## src/rtl/spsi_pkg.sv

```systemverilog
// ----------------------------------------------------------------------------
// spsi_pkg
// Shared types and constants of the servo position step interpolator.
// ----------------------------------------------------------------------------
package spsi_pkg;

  localparam int unsigned STEP_W     = 32;
  localparam int unsigned CPS_W      = 17;
  localparam int unsigned UPR_W      = 31;
  localparam int unsigned FFMAX_W    = 31;
  localparam int unsigned MAXSTEP_W  = 31;
  localparam int unsigned DB_W       = 16;
  localparam int unsigned SETTLE_W   = 8;
  localparam int unsigned MASK_W     = 5;
  localparam int unsigned CFG_IDX_W  = 4;
  localparam int unsigned CFG_DATA_W = 32;
  localparam int unsigned PROD_W     = STEP_W + CPS_W;
  localparam int unsigned FRAC_BITS  = 20;
  localparam int unsigned NUM_W      = PROD_W + FRAC_BITS;
  localparam int unsigned DCNT_W     = $clog2(NUM_W);
  localparam int unsigned QKEEP_W    = 33;

  localparam logic [MAXSTEP_W-1:0] MAX_STEP_RST = MAXSTEP_W'(5000);
  localparam logic [DB_W-1:0]      DEADBAND_RST = DB_W'(1);
  localparam logic [SETTLE_W-1:0]  SETTLE_RST   = SETTLE_W'(3);
  localparam logic [MASK_W-1:0]    FF_MASK_RST  = MASK_W'(3);
  localparam logic [UPR_W-1:0]     UPR_RST      = UPR_W'(50000);
  localparam logic [CPS_W-1:0]     CPS_RST      = CPS_W'(500);
  localparam logic [FFMAX_W-1:0]   FF_MAX_RST   = FFMAX_W'(500000);

  typedef enum logic [2:0] {
    OP_TICK     = 3'd0,
    OP_ABS_HOST = 3'd1,
    OP_ABS_RAW  = 3'd2,
    OP_REL      = 3'd3,
    OP_CONT     = 3'd4,
    OP_STOP     = 3'd5,
    OP_ZERO     = 3'd6,
    OP_RESYNC   = 3'd7
  } op_e;

  typedef enum logic [CFG_IDX_W-1:0] {
    CFG_MAX_STEP    = 4'd0,
    CFG_DEADBAND    = 4'd1,
    CFG_SETTLE      = 4'd2,
    CFG_FF_MASK     = 4'd3,
    CFG_UPR         = 4'd4,
    CFG_CPS         = 4'd5,
    CFG_FF_MAX      = 4'd6,
    CFG_HOST_COORDS = 4'd7
  } cfg_idx_e;

  typedef struct packed {
    logic [2:0]         axis;
    logic [2:0]         operation;
    logic signed [31:0] value;
    logic signed [31:0] fb_pos;
  } in_t;

  typedef struct packed {
    logic signed [31:0] target_pos;
    logic signed [31:0] vel_ffwd;
    logic signed [31:0] motion_step;
    logic               seeking;
  } out_t;

  typedef struct packed {
    logic [CPS_W-1:0]   cps;
    logic [UPR_W-1:0]   upr;
    logic [FFMAX_W-1:0] ff_max;
  } ff_cfg_t;

  typedef struct packed {
    logic              start;
    logic [STEP_W-1:0] mag;
  } ff_req_t;

  typedef struct packed {
    logic               busy;
    logic               done;
    logic [FFMAX_W-1:0] mag;
  } ff_rsp_t;

endpackage

```

## src/rtl/spsi_ffdiv.sv

```systemverilog
// ----------------------------------------------------------------------------
// spsi_ffdiv
// Feedforward magnitude unit: one multiply, then a bit-serial restoring
// divide of (step * cps) << 20 by units_per_rev, rounded and clamped.
// ----------------------------------------------------------------------------
module spsi_ffdiv (
  input  logic              clk_i,
  input  logic              rst_ni,
  input  spsi_pkg::ff_cfg_t cfg_i,
  input  spsi_pkg::ff_req_t req_i,
  output spsi_pkg::ff_rsp_t rsp_o
);
  import spsi_pkg::*;

  typedef enum logic [3:0] {
    D_IDLE = 4'b0001,
    D_MUL  = 4'b0010,
    D_DIV  = 4'b0100,
    D_FIN  = 4'b1000
  } dstate_e;

  dstate_e              state_q, state_d;
  logic [DCNT_W-1:0]    cnt_q;
  logic                 done_q;
  logic [STEP_W-1:0]    mag_q;
  logic [NUM_W-1:0]     num_q;
  logic [UPR_W-1:0]     rem_q;
  logic [QKEEP_W-1:0]   quo_q;
  logic                 big_q;
  logic [FFMAX_W-1:0]   res_q;

  logic [PROD_W-1:0]    prod;
  logic [UPR_W:0]       trial;
  logic [UPR_W:0]       upr_ext;
  logic [UPR_W:0]       trial_sub;
  logic                 fits;
  logic [UPR_W-1:0]     rem_next;
  logic                 round_up;
  logic [QKEEP_W:0]     q_round;
  logic                 sat;

  assign prod      = PROD_W'(mag_q) * PROD_W'(cfg_i.cps);
  assign trial     = {rem_q, num_q[NUM_W-1]};
  assign upr_ext   = {1'b0, cfg_i.upr};
  assign fits      = trial >= upr_ext;
  assign trial_sub = trial - upr_ext;
  assign rem_next  = fits ? trial_sub[UPR_W-1:0] : trial[UPR_W-1:0];
  assign round_up  = {rem_q, 1'b0} >= upr_ext;
  assign q_round   = {1'b0, quo_q} + (QKEEP_W+1)'(round_up);
  assign sat       = big_q || (q_round > (QKEEP_W+1)'(cfg_i.ff_max));

  always_comb begin
    state_d = state_q;
    case (state_q)
      D_IDLE: if (req_i.start) state_d = D_MUL;
      D_MUL:  state_d = D_DIV;
      D_DIV:  if (cnt_q == '0) state_d = D_FIN;
      D_FIN:  state_d = D_IDLE;
      default: state_d = D_IDLE;
    endcase
  end

  always_ff @(posedge clk_i or negedge rst_ni) begin
    if (!rst_ni) begin
      state_q <= D_IDLE;
      cnt_q   <= '0;
      done_q  <= 1'b0;
    end else begin
      state_q <= state_d;
      done_q  <= (state_q == D_FIN);
      if (state_q == D_MUL) begin
        cnt_q <= DCNT_W'(NUM_W - 1);
      end else if (state_q == D_DIV) begin
        cnt_q <= cnt_q - DCNT_W'(1);
      end
    end
  end

  always_ff @(posedge clk_i) begin
    case (state_q)
      D_IDLE: begin
        if (req_i.start) mag_q <= req_i.mag;
      end
      D_MUL: begin
        num_q <= {prod, {FRAC_BITS{1'b0}}};
        rem_q <= '0;
        quo_q <= '0;
        big_q <= 1'b0;
      end
      D_DIV: begin
        num_q <= {num_q[NUM_W-2:0], 1'b0};
        rem_q <= rem_next;
        quo_q <= {quo_q[QKEEP_W-2:0], fits};
        big_q <= big_q | quo_q[QKEEP_W-1];
      end
      D_FIN: begin
        res_q <= sat ? cfg_i.ff_max : q_round[FFMAX_W-1:0];
      end
      default: ;
    endcase
  end

  assign rsp_o.busy = (state_q != D_IDLE);
  assign rsp_o.done = done_q;
  assign rsp_o.mag  = res_q;

endmodule

```

## src/rtl/servo_position_step_interpolator_core.sv

```systemverilog
// ----------------------------------------------------------------------------
// servo_position_step_interpolator_core
// Per-axis position command generator for cyclic synchronous position drives.
// ----------------------------------------------------------------------------
// Sequence: a request passes S_CALC and S_APPLY to S_POS (an axis out of range goes
//   straight to S_POS); a tick with feedforward also waits in S_FF for the 69-step divider in spsi_ffdiv.
// One request at a time: the input is stalled until the last result leaves S_POS;
//   a finished result waits in S_POS until the output register is free.
// Reset: clears all axis state and loads the register defaults.
module servo_position_step_interpolator_core #(
  parameter int unsigned AXES         = 5,
  parameter int unsigned TRACKER_BITS = 40
) (
  input  logic                                clk_i,
  input  logic                                rst_ni,
  input  logic                                in_valid_i,
  output logic                                in_stall_o,
  input  spsi_pkg::in_t                       in_i,
  output logic                                out_valid_o,
  input  logic                                out_stall_i,
  output spsi_pkg::out_t                      out_o,
  input  logic                                cfg_valid_i,
  output logic                                cfg_ready_o,
  input  logic [spsi_pkg::CFG_IDX_W-1:0]      cfg_index_i,
  input  logic [spsi_pkg::CFG_DATA_W-1:0]     cfg_data_i
);
  import spsi_pkg::*;

  localparam int unsigned TB = TRACKER_BITS;
  localparam int unsigned AW = (AXES > 1) ? $clog2(AXES) : 1;

  typedef enum logic [4:0] {
    S_IDLE  = 5'b00001,
    S_CALC  = 5'b00010,
    S_APPLY = 5'b00100,
    S_FF    = 5'b01000,
    S_POS   = 5'b10000
  } state_e;

  // Configuration registers
  logic [MAXSTEP_W-1:0] max_step_q;
  logic [DB_W-1:0]      deadband_q;
  logic [SETTLE_W-1:0]  settle_cyc_q;
  logic [MASK_W-1:0]    ff_mask_q;
  logic [UPR_W-1:0]     upr_q;
  logic [CPS_W-1:0]     cps_q;
  logic [FFMAX_W-1:0]   ff_max_q;
  logic                 host_q;

  // Per-axis state
  logic signed [TB-1:0] trk_q    [AXES];
  logic signed [TB-1:0] goal_q   [AXES];
  logic [AXES-1:0]      active_q;
  logic [7:0]           settle_q [AXES];
  logic signed [31:0]   jog_q    [AXES];
  logic signed [31:0]   zo_q     [AXES];

  state_e               state_q, state_d;
  in_t                  req_q;
  logic [AW-1:0]        idx_q;
  logic                 axis_ok_q;
  logic signed [TB:0]   diff_q;
  logic signed [TB:0]   sum_q;
  logic signed [32:0]   hgoal_q;
  logic signed [31:0]   step_q;
  logic signed [31:0]   ff_q;
  logic                 ff_neg_q;
  logic                 out_valid_q;
  out_t                 out_q;

  ff_cfg_t              ff_cfg;
  ff_req_t              ff_req;
  ff_rsp_t              ff_rsp;

  // Saturate one bit of headroom back into the tracker range.
  function automatic logic signed [TB-1:0] sat_tb(input logic signed [TB:0] v);
    logic signed [TB-1:0] r;
    if (v[TB] != v[TB-1]) begin
      r = v[TB] ? {1'b1, {(TB-1){1'b0}}} : {1'b0, {(TB-1){1'b1}}};
    end else begin
      r = v[TB-1:0];
    end
    return r;
  endfunction

  // ---------------------------------------------------------------------------
  // Request decode: range check of the axis and index into the state arrays.
  // ---------------------------------------------------------------------------
  logic [AW+2:0] axis_ext;
  logic          axis_ok;
  logic [AW-1:0] axis_idx;

  assign axis_ext = {{AW{1'b0}}, in_i.axis};
  assign axis_ok  = axis_ext < (AW+3)'(AXES);
  assign axis_idx = axis_ok ? axis_ext[AW-1:0] : '0;

  op_e op;
  assign op = op_e'(req_q.operation);

  // Current entry of the addressed axis
  logic signed [TB-1:0] t_cur, g_cur;
  logic                 act_cur;
  logic [7:0]           sc_cur;
  logic signed [31:0]   jog_cur, zo_cur;
  logic signed [TB:0]   t_ext, g_ext, addend;

  assign t_cur   = trk_q[idx_q];
  assign g_cur   = goal_q[idx_q];
  assign act_cur = active_q[idx_q];
  assign sc_cur  = settle_q[idx_q];
  assign jog_cur = jog_q[idx_q];
  assign zo_cur  = zo_q[idx_q];
  assign t_ext   = {t_cur[TB-1], t_cur};
  assign g_ext   = {g_cur[TB-1], g_cur};
  // One adder serves the jog step on a tick and the relative distance.
  assign addend  = (op == OP_TICK) ? {{(TB-31){jog_cur[31]}}, jog_cur}
                                   : {{(TB-31){req_q.value[31]}}, req_q.value};

  // ---------------------------------------------------------------------------
  // Apply step: next entry of the addressed axis and the applied increment.
  // ---------------------------------------------------------------------------
  logic [TB:0]          mag;
  logic                 in_pos, far, dir;
  logic [7:0]           sc_inc;
  logic signed [TB:0]   ms_s, t_up, t_dn, t_far, jdiff;
  logic signed [TB-1:0] trk_seek, jsat;
  logic signed [31:0]   step_seek;

  logic signed [TB-1:0] trk_nx, goal_nx;
  logic                 act_nx;
  logic [7:0]           sc_nx;
  logic signed [31:0]   jog_nx, zo_nx, step_nx;

  assign mag       = diff_q[TB] ? (TB+1)'(-diff_q) : diff_q;
  assign in_pos    = mag < (TB+1)'(deadband_q);
  assign far       = mag > (TB+1)'(max_step_q);
  assign dir       = !diff_q[TB];
  assign sc_inc    = (sc_cur == 8'hFF) ? sc_cur : sc_cur + 8'd1;
  assign ms_s      = $signed({{(TB+1-MAXSTEP_W){1'b0}}, max_step_q});
  assign t_up      = t_ext + ms_s;
  assign t_dn      = t_ext - ms_s;
  assign t_far     = dir ? t_up : t_dn;
  assign trk_seek  = far ? t_far[TB-1:0] : g_cur;
  assign step_seek = far ? (dir ? $signed({1'b0, max_step_q}) : -$signed({1'b0, max_step_q}))
                         : diff_q[31:0];
  assign jsat      = sat_tb(sum_q);
  assign jdiff     = {jsat[TB-1], jsat} - t_ext;

  always_comb begin
    trk_nx  = t_cur;
    goal_nx = g_cur;
    act_nx  = act_cur;
    sc_nx   = sc_cur;
    jog_nx  = jog_cur;
    zo_nx   = zo_cur;
    step_nx = '0;
    case (op)
      OP_TICK: begin
        if (act_cur) begin
          // Seek toward the goal; the last in-position tick still steps.
          sc_nx   = in_pos ? sc_inc : 8'd0;
          trk_nx  = trk_seek;
          step_nx = step_seek;
          if (in_pos && (sc_inc >= settle_cyc_q)) begin
            act_nx = 1'b0;
            sc_nx  = 8'd0;
            jog_nx = '0;
          end
        end else if (jog_cur != '0) begin
          trk_nx  = jsat;
          step_nx = jdiff[31:0];
        end
      end
      OP_ABS_HOST, OP_ABS_RAW: begin
        goal_nx = (op == OP_ABS_HOST) ? {{(TB-33){hgoal_q[32]}}, hgoal_q}
                                      : {{(TB-32){req_q.value[31]}}, req_q.value};
        act_nx  = 1'b1;
        sc_nx   = 8'd0;
        jog_nx  = '0;
      end
      OP_REL: begin
        // A zero distance stops the axis.
        if (req_q.value != '0) begin
          goal_nx = jsat;
          act_nx  = 1'b1;
        end else begin
          act_nx  = 1'b0;
        end
        sc_nx  = 8'd0;
        jog_nx = '0;
      end
      OP_CONT: begin
        act_nx = 1'b0;
        jog_nx = req_q.value;
      end
      OP_STOP: begin
        act_nx = 1'b0;
        sc_nx  = 8'd0;
        jog_nx = '0;
      end
      OP_ZERO: begin
        zo_nx  = -req_q.value;
        act_nx = 1'b0;
        sc_nx  = 8'd0;
        jog_nx = '0;
      end
      OP_RESYNC: begin
        trk_nx = {{(TB-32){req_q.fb_pos[31]}}, req_q.fb_pos};
        act_nx = 1'b0;
        sc_nx  = 8'd0;
        jog_nx = '0;
      end
      default: ;
    endcase
  end

  // Feedforward only on ticks of enabled axes with a nonzero increment and a nonzero upr.
  logic [7:0] mask_ext;
  logic       ff_go;

  assign mask_ext = {{(8-MASK_W){1'b0}}, ff_mask_q};
  assign ff_go    = (op == OP_TICK) && mask_ext[req_q.axis] && (upr_q != '0)
                    && (step_nx != '0);

  assign ff_cfg.cps    = cps_q;
  assign ff_cfg.upr    = upr_q;
  assign ff_cfg.ff_max = ff_max_q;
  assign ff_req.start  = (state_q == S_APPLY) && ff_go;
  assign ff_req.mag    = step_nx[31] ? STEP_W'(0) - STEP_W'(step_nx) : STEP_W'(step_nx);

  spsi_ffdiv u_ffdiv (
    .clk_i  (clk_i),
    .rst_ni (rst_ni),
    .cfg_i  (ff_cfg),
    .req_i  (ff_req),
    .rsp_o  (ff_rsp)
  );

  // ---------------------------------------------------------------------------
  // Result: tracker in host or raw coordinates, clamped to 32 bits.
  // ---------------------------------------------------------------------------
  logic signed [TB:0] pos;
  logic signed [31:0] pos32;
  logic               pos_fits;
  logic               out_load;
  out_t               out_d;

  assign pos      = t_ext + (host_q ? {{(TB-31){zo_cur[31]}}, zo_cur} : '0);
  assign pos_fits = (&pos[TB:31]) || !(|pos[TB:31]);
  assign pos32    = pos_fits ? pos[31:0] : (pos[TB] ? 32'sh8000_0000 : 32'sh7FFF_FFFF);
  assign out_load = (state_q == S_POS) && (!out_valid_q || !out_stall_i);

  always_comb begin
    out_d = '0;
    if (axis_ok_q) begin
      out_d.target_pos  = pos32;
      out_d.vel_ffwd    = ff_q;
      out_d.motion_step = step_q;
      out_d.seeking     = act_cur;
    end
  end

  // ---------------------------------------------------------------------------
  // Sequencer
  // ---------------------------------------------------------------------------
  always_comb begin
    state_d = state_q;
    case (state_q)
      S_IDLE:  if (in_valid_i) state_d = axis_ok ? S_CALC : S_POS;
      S_CALC:  state_d = S_APPLY;
      S_APPLY: state_d = ff_go ? S_FF : S_POS;
      S_FF:    if (ff_rsp.done) state_d = S_POS;
      S_POS:   if (out_load) state_d = S_IDLE;
      default: state_d = S_IDLE;
    endcase
  end

  always_ff @(posedge clk_i or negedge rst_ni) begin
    if (!rst_ni) begin
      state_q     <= S_IDLE;
      out_valid_q <= 1'b0;
    end else begin
      state_q     <= state_d;
      out_valid_q <= (out_valid_q && out_stall_i) || out_load;
    end
  end

  // Hold the request and the intermediate sums.
  always_ff @(posedge clk_i) begin
    case (state_q)
      S_IDLE: begin
        if (in_valid_i) begin
          req_q     <= in_i;
          idx_q     <= axis_idx;
          axis_ok_q <= axis_ok;
        end
      end
      S_CALC: begin
        diff_q  <= g_ext - t_ext;
        sum_q   <= t_ext + addend;
        hgoal_q <= {req_q.value[31], req_q.value} - {zo_cur[31], zo_cur};
      end
      S_APPLY: begin
        step_q   <= step_nx;
        ff_q     <= '0;
        ff_neg_q <= step_nx[31];
      end
      S_FF: begin
        if (ff_rsp.done) begin
          ff_q <= ff_neg_q ? -$signed({1'b0, ff_rsp.mag}) : $signed({1'b0, ff_rsp.mag});
        end
      end
      default: ;
    endcase
    if (out_load) out_q <= out_d;
  end

  // Update the addressed axis entry once per item with an axis in range.
  always_ff @(posedge clk_i or negedge rst_ni) begin
    if (!rst_ni) begin
      active_q <= '0;
      for (int i = 0; i < AXES; i++) begin
        trk_q[i]    <= '0;
        goal_q[i]   <= '0;
        settle_q[i] <= '0;
        jog_q[i]    <= '0;
        zo_q[i]     <= '0;
      end
    end else if (state_q == S_APPLY) begin
      trk_q[idx_q]    <= trk_nx;
      goal_q[idx_q]   <= goal_nx;
      active_q[idx_q] <= act_nx;
      settle_q[idx_q] <= sc_nx;
      jog_q[idx_q]    <= jog_nx;
      zo_q[idx_q]     <= zo_nx;
    end
  end

  // ---------------------------------------------------------------------------
  // Configuration writes; indexes beyond the list are dropped.
  // ---------------------------------------------------------------------------
  always_ff @(posedge clk_i or negedge rst_ni) begin
    if (!rst_ni) begin
      max_step_q   <= MAX_STEP_RST;
      deadband_q   <= DEADBAND_RST;
      settle_cyc_q <= SETTLE_RST;
      ff_mask_q    <= FF_MASK_RST;
      upr_q        <= UPR_RST;
      cps_q        <= CPS_RST;
      ff_max_q     <= FF_MAX_RST;
      host_q       <= 1'b0;
    end else if (cfg_valid_i) begin
      case (cfg_idx_e'(cfg_index_i))
        CFG_MAX_STEP:    max_step_q   <= cfg_data_i[MAXSTEP_W-1:0];
        CFG_DEADBAND:    deadband_q   <= cfg_data_i[DB_W-1:0];
        CFG_SETTLE:      settle_cyc_q <= cfg_data_i[SETTLE_W-1:0];
        CFG_FF_MASK:     ff_mask_q    <= cfg_data_i[MASK_W-1:0];
        CFG_UPR:         upr_q        <= cfg_data_i[UPR_W-1:0];
        CFG_CPS:         cps_q        <= cfg_data_i[CPS_W-1:0];
        CFG_FF_MAX:      ff_max_q     <= cfg_data_i[FFMAX_W-1:0];
        CFG_HOST_COORDS: host_q       <= cfg_data_i[0];
        default: ;
      endcase
    end
  end

  assign cfg_ready_o = 1'b1;
  assign in_stall_o  = (state_q != S_IDLE);
  assign out_valid_o = out_valid_q;
  assign out_o       = out_q;

  // ---------------------------------------------------------------------------
  // Assertions
  // ---------------------------------------------------------------------------
  // The divider only runs while the sequencer waits for it.
  a_div_owned: assert property (@(posedge clk_i) disable iff (!rst_ni)
    ff_rsp.busy |-> state_q == S_FF)
    else $error("feedforward divider busy outside its wait state");

  // Non-tick operations move nothing and carry no feedforward.
  a_nontick_zero: assert property (@(posedge clk_i) disable iff (!rst_ni)
    out_load && (op != OP_TICK) |=>
      (out_o.motion_step == '0) && (out_o.vel_ffwd == '0))
    else $error("non-tick result carries a step or feedforward");

  // One request at a time: an accept closes the input.
  a_one_item: assert property (@(posedge clk_i) disable iff (!rst_ni)
    in_valid_i && !in_stall_o |=> in_stall_o)
    else $error("second request taken while one is in flight");

endmodule

```

## config.mk

```make
export PLATFORM = sky130hd
export DESIGN_NAME = servo_position_step_interpolator_core
export DESIGN_NICKNAME = d
export VERILOG_FILES = /design/src/rtl/spsi_pkg.sv /design/src/rtl/spsi_ffdiv.sv /design/src/rtl/servo_position_step_interpolator_core.sv
export SDC_FILE = /design/constraint.sdc
export NUM_CORES = 2
export LEC_CHECK = 0
export ABC_AREA = 1
export BUFFER_PORTS_ARGS = -buffer_cell sky130_fd_sc_hd__buf_2
export CORE_MARGIN = 2
export CORE_UTILIZATION = 30
export CTS_BUF_LIST = sky130_fd_sc_hd__clkbuf_4 sky130_fd_sc_hd__clkbuf_8
export CTS_CLUSTER_SIZE = 10
export DETAILED_ROUTE_END_ITERATION = 7
export PLACE_DENSITY = 0.57
export SYNTH_ARGS = -nofsm -noshare
export SYNTH_HDL_FRONTEND = slang
export SYNTH_SLANG_ARGS = --single-unit
```

## constraint.sdc

```tcl
create_clock -name clk_i -period 12.7 [get_ports clk_i]
set_clock_uncertainty 0.2 [all_clocks]
set_input_delay 2.54 -clock clk_i [delete_from_list [all_inputs] [get_ports clk_i]]
set_output_delay 2.54 -clock clk_i [all_outputs]
set_load 0.02 [all_outputs]
```

==> impl_summary.log <==
[metrics] outcome: complete, no violations
[metrics] RSZ-0062 raised after global routing: no
[metrics] worst endpoint required time: 13.05 ns
[metrics] Area growth, synth to finish: 11.4%
[metrics] number of different library cells in the post-synthesis netlist: 63
[metrics] total clock buffers created by CTS: 266
[metrics] count of cells resized by post-cts repair: 0
[metrics] Root Buffer Master: clkbuf_8
[metrics] worst path setup slack after routing: 4.71 ns
[metrics] type of the worst setup path: reg -> reg
[metrics] total track usage: 20.8%
[metrics] reported max-cap violation count: 0
[metrics] top cells by count, synth: 3,366 x nand2_1, 2,115 x inv_1, 1,209 x o21ai_0
[metrics] number of failing hold endpoints at the final stage: 0
[metrics] placed wire-length estimate after detailed placement: 270 mm
[metrics] area of the placeable core: 339,000 µm²
[metrics] worst slew pin tran: 1.25 ns
[metrics] starting density of the core: 30.1%
[metrics] CTS hold repair buffers: 0
[metrics] fin nets: 14.1k
[metrics] number of flops mapped to enable cells by yosys: 527
[metrics] Clock Latency Late Sink: 1.03 ns
[metrics] # DRC: 0
[metrics] Post-synth ARST share: 63.7%
[metrics] fin. max-slew vios: 0
[metrics] arrival time worst endpoint: 8.34 ns
[metrics] relative slew slack: 16.6%
[metrics] y dimension of the die: 587 µm
[metrics] fraction of layout cells with a size suffix above 1: 7.80%
[metrics] Post-Synthesis Mean Instance Area: 7.86 µm²
[metrics] post-synth design cell area: 102,000 µm²
[metrics] count of endpoints failing setup in the final report: 0
[metrics] cells after synthesis: 13.0k
[metrics] area enclosed by the die boundary: 345,000 µm²
[metrics] CTS sink count: 1,450
[metrics] first-pass GRT wire length: 547 mm
[metrics] primary flip-flop cell chosen by synthesis mapping: dfrtp_1
[metrics] clock slew at the register clock pins of the worst setup and hold paths: 0.06 ns
[metrics] leading cell types by total area after synthesis: dfrtp_1 22%, edfxtp_1 15%, nand2_1 12%, fa_1 8.9%, inv_1 7.8%
[metrics] final worst-path cycle share: 62.9%
[metrics] Total Negative Setup Slacks: 0 ns
[metrics] sort of element at the end of the critical path: register
[metrics] max frequency: 0.125 GHz
[metrics] Final Wtd Congestion: 0.983
[metrics] WL per Instance: 20.6 µm
[metrics] total congestion overflow after global routing: 0
[metrics] cell type with the highest aggregate area in the netlist: dfrtp_1
[metrics] initial antenna violation count: 25
[metrics] critical-path maximum fanout: 35
[metrics] Net Count, Synth: 14.0k
[metrics] number of buffers inserted to repair setup after CTS: 0
[metrics] register cell area after layout: 39,000 µm²
[metrics] width of the die: 587 µm
[metrics] total length of routed wires: 367 mm
[metrics] TritonRoute pass-1 iters: 8
[metrics] fill count: 36.1k
[metrics] total number of vias: 89.0k
[metrics] flop and latch count out of synthesis: 1,450
[metrics] worst slack on hold paths: 0.278 ns
[metrics] I/O Buffers: 208
[metrics] total area of multi-input combinational cells: 52,900 µm²
[metrics] area share of the largest cell type after synthesis: 21.9%
[metrics] H-tree lvl count: 5
[metrics] Worst Setup Start Kind: register
[metrics] final worst path period need: 7.99 ns
[metrics] sequential share of the synthesized area: 38.2%
[metrics] worst min path class: reg -> reg
[metrics] io pins: 211
[metrics] Yosys warning total: 0
[metrics] pin count of the biggest net entering global routing: 169
[metrics] post-detailed-route count of antenna-violating nets: 0
[metrics] Std-Cell Rows: 214
[metrics] most used standard cell by instance count after synthesis: nand2_1
[metrics] maximum root-to-sink buffer count: 4
[metrics] clock tree from TritonCTS: yes
[metrics] drt initial violations: 8,564
[metrics] vias per cell: 5.00
[metrics] core occupancy in the finished layout: 33.5%
[metrics] Setup Slack @ Placement: 4.86 ns
[metrics] vias in the first global route: 85.5k
## metrics by stage
stage | cells | cell area (µm²)
6_report | 17800 | 114000
3_5_place_dp | 17300 | 108000
5_1_grt | 17800 | 114000
4_1_cts | 17800 | 114000
2_1_floorplan | 13000 | 102000
3_3_place_gp | 17300 | 108000
## cell families after synthesis
logic type                 synth area share, %
buffers and inverters                     10.2
and+or+nand+nor                           19.5
xor gates and xnor gates                  3.14
DFF                                       38.2
other                                  0.00367
AOI/OAI and AO/OA                         14.2
adders and majority gates                 14.7
## final timing paths
kind                              start  slack, ns                end  cells after the start
setup reg to reg               idx_q[1]       4.71  u_ffdiv.mag_q[26]                     25
min in group asynchronous        rst_ni       1.35           zo_q[37]                      1
hold reg to reg            settle_q[37]       0.28       settle_q[37]                      2
max in group asynchronous        rst_ni       8.81          cps_q[15]                      3
setup / recovery               idx_q[1]       4.71  u_ffdiv.mag_q[26]                     25
hold / removal             settle_q[37]       0.28       settle_q[37]                      2
## critical path: stages, from the launching register on
cell	delay [ns]
edfxtp_1	0.51
nor2_2	0.27
nand2_4	0.33
inv_4	0.61
buf_4	0.60
buf_4	0.56
a221oi_1	0.16
buf_4	0.20
ha_1	0.38
nand2_1	0.13
o21ai_0	0.45
nand4_1	0.15
nand3_1	0.23
a21o_1	0.23
nand2_1	0.09
nand3_1	0.07
nand3_1	0.08
nand2_1	0.22
nand3_1	0.35
nand2_1	0.17
nor2_1	0.05
nand2_1	0.08
nor2_1	0.06
nand2_2	0.16
nand3_2	0.26
nor2_4	0.87
## registers in the layout (all words and copies together) (netlist names), 32 cells and up
| signal | count |
|---|---|
| sum_q | 41 |
| diff_q | 41 |
| req_q | 67 |
| jog_q | 160 |
| zo_q | 160 |
| hgoal_q | 33 |
| step_q | 32 |
| u_ffdiv.mag_q | 32 |
| goal_q | 200 |
| trk_q | 200 |
| u_ffdiv.num_q | 49 |
| u_ffdiv.quo_q | 33 |
| out_o | 97 |
| settle_q | 40 |
| ff_q | 32 |
## layer usage
layer	track usage, %	share of wire [%]	wire length (µm)
met5	0	0.025	91
met4	7.92	4.0	14500
met3	3.35	7.5	27400
met2	33.2	45	165000
met1	28.2	43	159000
## placed cells by master, fill, tap and decap left out, types with 15 or more instances in the layout
master,n
nand2_1,3363
inv_1,2107
o21ai_0,1209
dfrtp_1,892
nor2_1,789
a21oi_1,680
edfxtp_1,527
ha_1,473
fa_1,456
nand3_1,360
clkbuf_8,308
xor2_1,237
buf_2,207
buf_4,183
o22ai_1,132
xnor2_1,129
a31oi_1,123
nor3_1,116
o211ai_1,114
clkbuf_4,89
nand4_1,73
a221oi_1,61
nor4_1,56
o21ai_1,56
or2_2,44
o221ai_1,35
o21a_1,34
dfstp_2,31
a22oi_1,30
clkinv_2,26
a21o_1,25
clkinv_1,24
nand3b_1,23
o21bai_1,21
a21boi_0,20
a211oi_1,15
## cell type report
type	count	share of cell area, %
multi-input combinational	8811	46.5
sequential	1450	34.3
inverter	2139	7.09
timing repair buffer	397	2.24
antenna	14	0.0308
clock inverter	69	0.567
tap	4536	4.99
clock buffer	397	4.32
Power is not shown: default switching activity piles up to over one toggle a cycle in this logic, so the estimate is an artifact.
